===== src/rtl/sbf_pkg.sv =====
// ----------------------------------------------------------------------------
// sbf_pkg
// Shared types and constants of the serial-bus frame decoder.
// ----------------------------------------------------------------------------
package sbf_pkg;

  // frame markers
  localparam logic [7:0] HDR_BYTE   = 8'h0F;
  localparam logic [7:0] END_BYTE   = 8'h00;
  localparam logic [3:0] END_NIBBLE = 4'h4;

  // frame layout
  localparam int unsigned NUM_CH      = 16;
  localparam int unsigned CH_W        = 11;
  localparam int unsigned PAYLOAD_W   = NUM_CH * CH_W;  // bytes 1 to 22
  localparam int unsigned PAYLOAD_LEN = PAYLOAD_W / 8;
  localparam logic [4:0]  FOOTER_SLOT = 5'd24;
  localparam logic [3:0]  LAST_CH     = 4'(NUM_CH - 1);
  localparam int unsigned FRAC_BITS   = 14;

  // register indexes
  typedef enum logic [2:0] {
    REG_INPUT_CENTER  = 3'd0,
    REG_SCALE_GAIN    = 3'd1,
    REG_OUTPUT_CENTER = 3'd2,
    REG_OUTPUT_MIN    = 3'd3,
    REG_OUTPUT_MAX    = 3'd4
  } sbf_reg_t;

  // configuration as seen by the back end
  typedef struct packed {
    logic [10:0] input_center;
    logic [15:0] scale_gain;
    logic [11:0] output_center;
    logic [11:0] output_min;
    logic [11:0] output_max;
  } sbf_cfg_t;

  // queue status
  typedef struct packed {
    logic full;
    logic empty;
  } sbf_qstat_t;

  function automatic logic is_end_mark(input logic [7:0] b);
    return (b == END_BYTE) || (b[3:0] == END_NIBBLE);
  endfunction

endpackage


===== src/rtl/sbf_front.sv =====
// ----------------------------------------------------------------------------
// sbf_front
// Byte intake: header hunting, payload collection and footer check.
// ----------------------------------------------------------------------------
module sbf_front
  import sbf_pkg::*;
(
  input  logic                 clk,
  input  logic                 rst,
  input  logic                 in_valid,
  output logic                 in_stall,
  input  logic [7:0]           rx_byte,
  input  sbf_qstat_t           qstat,
  output logic                 push,
  output logic [PAYLOAD_W-1:0] push_data
);

  logic [4:0]           frame_position;
  logic [7:0]           previous_byte;
  logic [PAYLOAD_W-1:0] payload;
  logic                 accept;

  // hold the footer beat while no queue slot is free
  assign in_stall  = (frame_position == FOOTER_SLOT) && qstat.full;
  assign accept    = in_valid && !in_stall;
  assign push      = accept && (frame_position == FOOTER_SLOT) && is_end_mark(rx_byte);
  assign push_data = payload;

  // frame tracking
  always_ff @(posedge clk) begin
    if (rst) begin
      frame_position <= '0;
      previous_byte  <= END_BYTE;
    end else if (accept) begin
      previous_byte <= rx_byte;
      if (frame_position == '0) begin
        if (rx_byte == HDR_BYTE && is_end_mark(previous_byte)) begin
          frame_position <= 5'd1;
        end
      end else if (frame_position < FOOTER_SLOT) begin
        frame_position <= frame_position + 5'd1;
      end else begin
        frame_position <= '0;
      end
    end
  end

  // payload bytes shift in from the top, byte 1 ends at the bottom
  always_ff @(posedge clk) begin
    if (accept && frame_position != '0 && frame_position <= 5'(PAYLOAD_LEN)) begin
      payload <= {rx_byte, payload[PAYLOAD_W-1:8]};
    end
  end

endmodule


===== src/rtl/sbf_queue.sv =====
// ----------------------------------------------------------------------------
// sbf_queue
// Short frame queue between intake and channel processing.
// ----------------------------------------------------------------------------
module sbf_queue
  import sbf_pkg::*;
#(
  parameter int unsigned DEPTH = 2
) (
  input  logic                 clk,
  input  logic                 rst,
  input  logic                 push,
  input  logic [PAYLOAD_W-1:0] push_data,
  input  logic                 pop,
  output logic [PAYLOAD_W-1:0] pop_data,
  output sbf_qstat_t           qstat
);

  localparam int unsigned PW = (DEPTH > 1) ? $clog2(DEPTH) : 1;
  localparam int unsigned CW = $clog2(DEPTH + 1);

  logic [PAYLOAD_W-1:0] entries [DEPTH];
  logic [PW-1:0]        wptr;
  logic [PW-1:0]        rptr;
  logic [CW-1:0]        count;

  assign qstat.full  = (count == CW'(DEPTH));
  assign qstat.empty = (count == '0);
  assign pop_data    = entries[rptr];

  // pointers and fill level
  always_ff @(posedge clk) begin
    if (rst) begin
      wptr  <= '0;
      rptr  <= '0;
      count <= '0;
    end else begin
      if (push) begin
        wptr <= (wptr == PW'(DEPTH - 1)) ? '0 : wptr + PW'(1);
      end
      if (pop) begin
        rptr <= (rptr == PW'(DEPTH - 1)) ? '0 : rptr + PW'(1);
      end
      if (push && !pop) begin
        count <= count + CW'(1);
      end else if (pop && !push) begin
        count <= count - CW'(1);
      end
    end
  end

  // storage
  always_ff @(posedge clk) begin
    if (push) begin
      entries[wptr] <= push_data;
    end
  end

endmodule


===== src/rtl/sbf_back.sv =====
// ----------------------------------------------------------------------------
// sbf_back
// Channel unpacking, scaling and clamping, one channel per cycle while the output is not stalled.
// ----------------------------------------------------------------------------
module sbf_back
  import sbf_pkg::*;
(
  input  logic                 clk,
  input  logic                 rst,
  input  sbf_cfg_t             cfg,
  input  sbf_qstat_t           qstat,
  input  logic [PAYLOAD_W-1:0] frame,
  output logic                 pop,
  output logic                 out_valid,
  input  logic                 out_stall,
  output logic [3:0]           channel_index,
  output logic [11:0]          channel_value,
  output logic                 last_channel
);

  logic               adv;
  logic               issue;
  logic [3:0]         ch;
  logic [10:0]        raw;

  logic               s1_valid;
  logic signed [11:0] s1_d;
  logic [3:0]         s1_idx;

  logic               s2_valid;
  logic signed [28:0] s2_p;
  logic [3:0]         s2_idx;

  logic signed [28:0] p_biased;
  logic signed [14:0] q;
  logic signed [15:0] v;
  logic signed [15:0] v_hi;
  logic signed [15:0] v_clamped;

  // whole pipeline moves while the output register can take a beat
  assign adv   = !out_valid || !out_stall;
  assign issue = adv && !qstat.empty;
  assign pop   = issue && (ch == LAST_CH);
  assign raw   = frame[CH_W*ch +: CH_W];

  // channel counter
  always_ff @(posedge clk) begin
    if (rst) begin
      ch <= '0;
    end else if (issue) begin
      ch <= ch + 4'd1;
    end
  end

  // valid flags
  always_ff @(posedge clk) begin
    if (rst) begin
      s1_valid  <= 1'b0;
      s2_valid  <= 1'b0;
      out_valid <= 1'b0;
    end else if (adv) begin
      s1_valid  <= issue;
      s2_valid  <= s1_valid;
      out_valid <= s2_valid;
    end
  end

  // truncation toward zero, offset and clamp
  always_comb begin
    p_biased  = s2_p + ((s2_p < 0) ? 29'sd16383 : 29'sd0);
    q         = 15'(p_biased >>> FRAC_BITS);
    v         = 16'(q) + $signed({4'b0, cfg.output_center});
    v_hi      = (v > $signed({4'b0, cfg.output_max})) ? $signed({4'b0, cfg.output_max}) : v;
    v_clamped = (v_hi < $signed({4'b0, cfg.output_min})) ?
                $signed({4'b0, cfg.output_min}) : v_hi;
  end

  // data stages
  always_ff @(posedge clk) begin
    if (adv) begin
      s1_d          <= $signed({1'b0, raw}) - $signed({1'b0, cfg.input_center});
      s1_idx        <= ch;
      s2_p          <= 29'(s1_d) * 29'($signed({1'b0, cfg.scale_gain}));
      s2_idx        <= s1_idx;
      channel_index <= s2_idx;
      channel_value <= v_clamped[11:0];
      last_channel  <= (s2_idx == LAST_CH);
    end
  end

endmodule


===== src/rtl/sbus_frame_decoder.sv =====
// ----------------------------------------------------------------------------
// sbus_frame_decoder
// Serial-bus frame decoder: 25-byte frames in, 16 scaled channels out.
// ----------------------------------------------------------------------------
// A received byte is taken in every cycle in which in_valid is high and the
// input is not stalled. Once a frame's footer passes the check, the frame
// waits in a QUEUE_DEPTH-entry queue and the back end turns it into 16
// channel beats, one per cycle while the output is not stalled, through a
// three-register pipeline (recentre, multiply, offset and clamp). The footer
// beat is stalled only while the queue is full. Registers are written through
// cfg_we, cfg_index and cfg_data and take effect at once; they are to be written
// only while no frame is being processed. No clearing pass follows reset.
module sbus_frame_decoder
  import sbf_pkg::*;
#(
  parameter int unsigned QUEUE_DEPTH = 2
) (
  input  logic        clk,
  input  logic        rst,
  input  logic        cfg_we,
  input  logic [2:0]  cfg_index,
  input  logic [15:0] cfg_data,
  input  logic        in_valid,
  output logic        in_stall,
  input  logic [7:0]  rx_byte,
  output logic        out_valid,
  input  logic        out_stall,
  output logic [3:0]  channel_index,
  output logic [11:0] channel_value,
  output logic        last_channel
);

  sbf_cfg_t             cfg;
  sbf_qstat_t           qstat;
  logic                 push;
  logic                 pop;
  logic [PAYLOAD_W-1:0] push_data;
  logic [PAYLOAD_W-1:0] pop_data;

  // configuration registers
  always_ff @(posedge clk) begin
    if (rst) begin
      cfg.input_center  <= 11'd992;
      cfg.scale_gain    <= 16'd10240;
      cfg.output_center <= 12'd1500;
      cfg.output_min    <= 12'd1000;
      cfg.output_max    <= 12'd2000;
    end else if (cfg_we) begin
      case (cfg_index)
        REG_INPUT_CENTER:  cfg.input_center  <= cfg_data[10:0];
        REG_SCALE_GAIN:    cfg.scale_gain    <= cfg_data;
        REG_OUTPUT_CENTER: cfg.output_center <= cfg_data[11:0];
        REG_OUTPUT_MIN:    cfg.output_min    <= cfg_data[11:0];
        REG_OUTPUT_MAX:    cfg.output_max    <= cfg_data[11:0];
        default: ;
      endcase
    end
  end

  sbf_front u_front (
    .clk       (clk),
    .rst       (rst),
    .in_valid  (in_valid),
    .in_stall  (in_stall),
    .rx_byte   (rx_byte),
    .qstat     (qstat),
    .push      (push),
    .push_data (push_data)
  );

  sbf_queue #(
    .DEPTH (QUEUE_DEPTH)
  ) u_queue (
    .clk       (clk),
    .rst       (rst),
    .push      (push),
    .push_data (push_data),
    .pop       (pop),
    .pop_data  (pop_data),
    .qstat     (qstat)
  );

  sbf_back u_back (
    .clk           (clk),
    .rst           (rst),
    .cfg           (cfg),
    .qstat         (qstat),
    .frame         (pop_data),
    .pop           (pop),
    .out_valid     (out_valid),
    .out_stall     (out_stall),
    .channel_index (channel_index),
    .channel_value (channel_value),
    .last_channel  (last_channel)
  );

endmodule


===== config.mk =====
export PLATFORM = sky130hd
export DESIGN_NAME = sbus_frame_decoder
export DESIGN_NICKNAME = d
export VERILOG_FILES = /design/src/rtl/sbf_pkg.sv /design/src/rtl/sbf_front.sv /design/src/rtl/sbf_queue.sv /design/src/rtl/sbf_back.sv /design/src/rtl/sbus_frame_decoder.sv
export SDC_FILE = /design/constraint.sdc
export NUM_CORES = 1
export LEC_CHECK = 0
export ABC_AREA = 1
export BUFFER_PORTS_ARGS = -buffer_cell sky130_fd_sc_hd__buf_2
export CORE_ASPECT_RATIO = 0.9
export CORE_UTILIZATION = 60
export DETAILED_ROUTE_END_ITERATION = 16
export PLACE_DENSITY = 0.76
export SYNTH_ARGS = -nofsm -noshare
export SYNTH_HDL_FRONTEND = slang
export SYNTH_SLANG_ARGS = --single-unit

===== constraint.sdc =====
create_clock -name clk -period 26.8 [get_ports clk]
set_clock_uncertainty 0.2 [all_clocks]
set_input_delay 1.34 -clock clk [delete_from_list [all_inputs] [get_ports clk]]
set_output_delay 1.34 -clock clk [all_outputs]
set_load 0.02 [all_outputs]

==> qor.yml, run 1 <==
critPathBufInv: 3
max_slew.worst_pin.slew_ns: 1.08
worstPathRequired_ns: 27.08
die_w_um: 250
numCtsBuffers: 67
area_delta_synth_final_pct: 9.35
arrival_ns: 7.00
syn_inst: 2928
r2r-start: "u_back.s2_p[28]"
gp_congestion: 0.964
min_period_ns: 6.72
ys_top_cells_by_count: "edfxtp_1, nand2_1, inv_1, nor2_1, o21ai_0"
timing.critical_path.to: "u_back.channel_value[11]"
fmax_ghz: 0.149
slowest_delay_ns: 0.66
total_power_mw: 2.77
worstRegToRegCells: 35
grt.total_usage: 0.275
end_kind: "flop"
synth_nets: 3251
drive_gt1_frac: 0.0768
drt-initial-drc-count: 2386
cts_hold_buffers: 0
finalCritPeriodShare: 0.251
fillers: 3902
synth.avg_cell_area_um2: 11.4
outcome: "finished clean"
hpwl_um: 48200
first_pass_iters: 6
clk-insertion-delay-late_ns: 0.61
cap_violations: 0
ys_ff_latch: 682
cts_max_level: 3
ys_warn_count: 0
antenna_found_initial: 1
wl_um: 76400
critPathMostFrequentCell: "nand2_1"
cts_tree: "done"
grt_max_degree: 177
leakage_nw: 14.7
synth.top_cell.area_share: 0.536
syn-cell-area_um2: 33300
setup_violations: 0
ff2ff_setup_slack_ns: 20.08
clk_pin_slew_ns: 0.06
core_area_um2: 54500
synth.distinct_cells: 48
start_kind: "flop"
cts-root-buf: "clkbuf_16"
slew-limit-headroom: 0.278
fin_cells: 3685
fp-row-count: 81
cts_resized: 0
async_flop_share: 0
path_max_fanout: 23
synth-main-ff-cell: "edfxtp_1"
cp_top_family: "simple AND/OR/NAND/NOR gates"
crit_start: "u_back.s2_p[28]"
synth.most_common_cell: "edfxtp_1"
slew_violations: 0
critPathSlowestCell: "edfxtp_1"
rsz0062_at_grt: "false"
antenna_cells: 0
avgRoutedWirePerCell_um: 20.7
crit_type: "reg -> reg"
grt_pass1_vias: 21300
clk_path_buf_depth: 3
die_area_um2: 56400
nets: 3253
synth_area_leaders: "edfxtp_1, fa_1, ha_1"
r2r_end: "u_back.channel_value[11]"
hp-class: "reg -> reg"
synth_largest_area_cell: "edfxtp_1"
io_buffers: 50
ios: 51
drc_errors: 0
die_height_um: 225
start_util: 0.611
grt_pass1_wl_um: 119000
cts_setup_buffers: 0
dp_cells: 3566
via_per_inst: 5.89
ant_nets: 0
vias: 21700
cp.depth: 35
finalHoldViolations: 0
synth_edf_count: 594
powerDensity_nw_per_um2: 76.1
grt-ovfl-total: 0
synth_seq_area_share: 0.589
vdd_drop_max_mv: 0.0577
cts_sinks: 682
fin_tns_setup_ns: 0
## through the flow
step	area, µm²	hold slack, ns	worst slack [ns]	utilization
2_1_floorplan	33300	0.200	15.17	-
3_3_place_gp	34100	0.201	20.37	0.626
3_5_place_dp	34100	0.212	20.21	0.626
4_1_cts	36400	0.219	20.16	0.668
5_1_grt	36400	0.232	19.43	0.668
6_report	36400	0.226	20.08	0.668
## kinds of logic after synthesis
logic type	count (synthesis)	synth area share
fa+ha+maj	291	0.142
simple gates	862	0.106
flops	682	0.589
compound gates	517	0.0902
buf+inv	524	0.0595
xor+xnor	52	0.0137
## cells in the final DEF, fill, tap and decap left out, types with 14 or more instances in the layout
| cell | instances |
|---|---|
| inv_1 | 376 |
| o21ai_0 | 273 |
| nand2_2 | 15 |
| fa_1 | 143 |
| buf_2 | 50 |
| o221ai_1 | 70 |
| a21oi_1 | 101 |
| buf_4 | 16 |
| dfxtp_1 | 85 |
| nand2_1 | 402 |
| o22ai_1 | 20 |
| clkbuf_16 | 70 |
| ha_1 | 148 |
| or2_2 | 14 |
| edfxtp_1 | 594 |
| xnor2_1 | 21 |
| nand3_1 | 72 |
| nor2_1 | 316 |
| xor2_1 | 31 |
## per-layer routing
metal,vias to the layer above,GRT usage,share of wire
met5,-,0,0.00014
met4,2,0.0825,0.028
met3,159,0.0646,0.095
met2,1016,0.417,0.45
met1,10600,0.397,0.43
li1,9985,-,-
## area by class of cell
cell class | instances | area [µm²] | area share
clock buffer | 84 | 1830 | 0.0504
clock inverter | 35 | 449 | 0.0123
inverter | 388 | 1460 | 0.0401
multi-input combinational | 1722 | 11700 | 0.323
sequential | 682 | 19600 | 0.539
tap | 705 | 882 | 0.0242
timing repair buffer | 69 | 430 | 0.0118
## how the worst min path moves through the flow
stage | start | end | slack, ns | cells after the start
after global routing | u_back.s1_idx[2] | u_back.s2_idx[2] | 0.23 | 0
after floorplan | u_back.s1_idx[0] | u_back.s2_idx[0] | 0.20 | 0
after CTS | u_back.s1_idx[2] | u_back.s2_idx[2] | 0.22 | 0
final | u_front.push_data[0] | u_queue.entries[1][0] | 0.23 | 0
after detailed placement | u_back.s1_idx[2] | u_back.s2_idx[2] | 0.21 | 0
after global placement | u_back.s1_idx[0] | u_back.s2_idx[0] | 0.20 | 0
## state kept, by name (all words and copies together), names as in the netlist, named ones only
register and count:
u_queue.count 2, u_queue.rptr 1, u_front.frame_position 5, u_back.last_channel 1, cfg 63, u_back.out_valid 1, u_back.s1_valid 1, u_queue.wptr 1
u_back.ch 4, u_queue.entries 352, u_back.s1_idx 4, u_back.s1_d 12, u_back.s2_valid 1, u_back.s2_idx 4, u_front.push_data 176, u_back.channel_value 12
u_front.previous_byte 8, u_back.s2_p 29, u_back.channel_index 4
## power breakdown
group / internal, mW / leakage [nW] / switching, mW / total (mW)
clock: 0.583 / 1.12 / 0.393 / 0.977
combinational: 0.210 / 7.43 / 0.365 / 0.574
sequential: 1.18 / 6.20 / 0.0346 / 1.22
total: 1.98 / 14.7 / 0.792 / 2.77
Note: power is estimated with default switching activity, not from simulation.
==> run 2, diff against run 1 <==
Settings changed: CORE_UTILIZATION 60 to 57.
Clock period 26.8 ns to 5.47 ns, I/O delays scaled along.
==> run 2 against run 1 <==
  * The run now ends with setup timing left
  * Clock power increased to 4.8 times the previous value
  * Core utilization increased by 3.2 points
  * Routed wire length increased by 9.0%
  * Worst setup slack got worse by 21 ns
  * Final cell count increased by 9.3%
  * Final area increased by 10%
  * Register-to-register slack got worse by 21 ns
  * Largest cell class unchanged
  * Largest power group unchanged
  * Highest routed layer is now met4
==> qor.yml, run 2 (synthesis results as in run 1) <==
worstRegToRegCells: 33
layout_common_cells: "edfxtp_1, nand2_1, inv_1"
largest_reg_flops: 352
ios: 51
worstPathRequired_ns: 5.63
whs_path_depth: 3
fin_tns_setup_ns: -5.66
slew_violations: 0
first_pass_iters: 5
grt_pass1_vias: 23200
leakage_nw: 16.3
vias: 23400
hpwl_um: 53000
ff2ff_setup_slack_ns: -0.45
via_per_inst: 5.81
cts_tree: "done"
grt_pass1_wl_um: 127000
total_power_mw: 15.3
gp_congestion: 0.963
min_from: "cfg_we"
io_buffers: 50
path_max_fanout: 8
multi_input_comb_area_um2: 13000
die_w_um: 257
rsz0062_at_grt: "true"
regArea_um2: 19600
cts_max_level: 3
die_height_um: 231
area_delta_synth_final_pct: 20.4
violations: "setup timing"
grt-ovfl-total: 0
drc_errors: 0
clk_pin_slew_ns: 0.06
outcome: "finished, violations left"
cap_violations: 0
vdd_drop_max_mv: 0.378
holdPathEnd: "cfg[1]"
grt_max_degree: 177
start_util: 0.581
min_period_ns: 5.92
setup_violations: 16
start_kind: "flop"
clk-insertion-delay-late_ns: 0.63
cts-root-buf: "clkbuf_16"
fin_ws_ns: -0.455
top_register: "u_queue.entries"
ant_nets: 0
critPathSlowestCell: "edfxtp_1"
arrival_ns: 6.08
r2r_end: "u_back.channel_value[9]"
fmax_ghz: 0.169
nets: 3530
drt-initial-drc-count: 2582
powerDensity_nw_per_um2: 382
core_area_um2: 57300
wl_um: 83300
fillers: 3818
antenna_found_initial: 2
finalHoldViolations: 0
r2r-start: "u_back.s2_p[28]"
avgRoutedWirePerCell_um: 20.7
end_kind: "flop"
slew-limit-headroom: 0.0751
mostFrequentLayoutCell: "edfxtp_1"
cts_sinks: 682
clk_path_buf_depth: 3
finalCritPeriodShare: 1.08
fp-row-count: 83
numCtsBuffers: 69
slowest_delay_ns: 0.45
die_area_um2: 59400
grt.total_usage: 0.275
max_slew.worst_pin.slew_ns: 1.39
crit_type: "reg -> reg"
hp-class: "in -> reg"
drive_gt1_frac: 0.205
==> run 2: changes by cell type in the layout (fill, tap and decap cells not counted), moves of 28 or more <==
cell and delta:
buf_4 +203, ha_4 +35, nand2_1 -34, dlygate4sd3_1 +32
ha_1 -39, a21oi_1 -28
==> run 2: final cells by class <==
cell class                      instances  area share
Sequential cell                       682       0.489
Multi-Input combinational cell       1725       0.323
Timing Repair Buffer                  341      0.0708
Clock buffer                           86      0.0467
Inverter                              388      0.0366
Tap cell                              765      0.0239
Clock inverter                         40     0.00970
Antenna cell                            2    0.000125
==> run 2: repair_timing <==
| item | CTS | global route |
|---|---|---|
| setup buffers | 26 | 20 |
| pin swaps | 66 | 104 |
| gates resized for setup | 139 | 136 |
| endpoints found under the setup margin | 17 | 24 |
| gates cloned | 4 | 1 |
| hold endpoints to repair | 88 | 0 |
| hold buffers | 32 | 0 |
==> run 2: worst max-delay path, delay by kind of cell (launching register included) <==
kind                       cells  cell delay [ns]
buffers and inverters          6             0.62
adders and majority gates      4             1.20
xor gates and xnor gates       1             0.20
and+or+nand+nor               15             1.61
AOI/OAI and AO/OA              7             1.36
DFF                            1             0.45
==> run 2: where the power goes <==
| group | leakage [nW] | internal, mW | total [mW] | switching, mW |
|---|---|---|---|---|
| sequential | 6.20 | 5.80 | 5.95 | 0.149 |
| clock | 1.10 | 2.63 | 4.67 | 2.05 |
| combinational | 8.97 | 2.22 | 4.68 | 2.47 |
==> run 2: layer usage <==
metal  track usage  vias to the layer above  wire (µm)
met5             0                        -          0
met4         0.101                        0       2870
met3        0.0458                      203       7320
met2         0.427                     1180      38700
met1         0.395                    11500      34400
li1              -                    10500          -
==> run 2: per-stage QoR <==
stage               std cells  cell area (µm²)  utilization  hold WS, ns  setup WS [ns]
finish                   4029            40100        0.699       0.0274         -0.455
global route             4029            40100        0.699       0.0392         -0.710
CTS                      4012            39400        0.687     0.000217         -0.283
detailed placement       3825            35900        0.626        0.205         -0.681
global placement         3825            35900        0.626        0.204         -0.434
floorplan                2928            33500            -        0.172          -1.04
==> run 2: worst max path at each step <==
stage	start	endpoint	slack [ns]	cells after the start
6_report	u_back.s2_p[28]	u_back.channel_value[9]	-0.45	33
5_1_grt	u_back.s2_p[28]	u_back.channel_value[9]	-0.71	37
3_5_place_dp	u_back.s2_p[28]	u_back.channel_value[11]	-0.68	43
4_1_cts	u_back.s2_p[28]	u_back.channel_value[11]	-0.28	37
2_1_floorplan	u_front.frame_position[2]	u_queue.entries[1][0]	-1.04	6
3_3_place_gp	u_back.s2_p[28]	u_back.channel_value[11]	-0.43	42
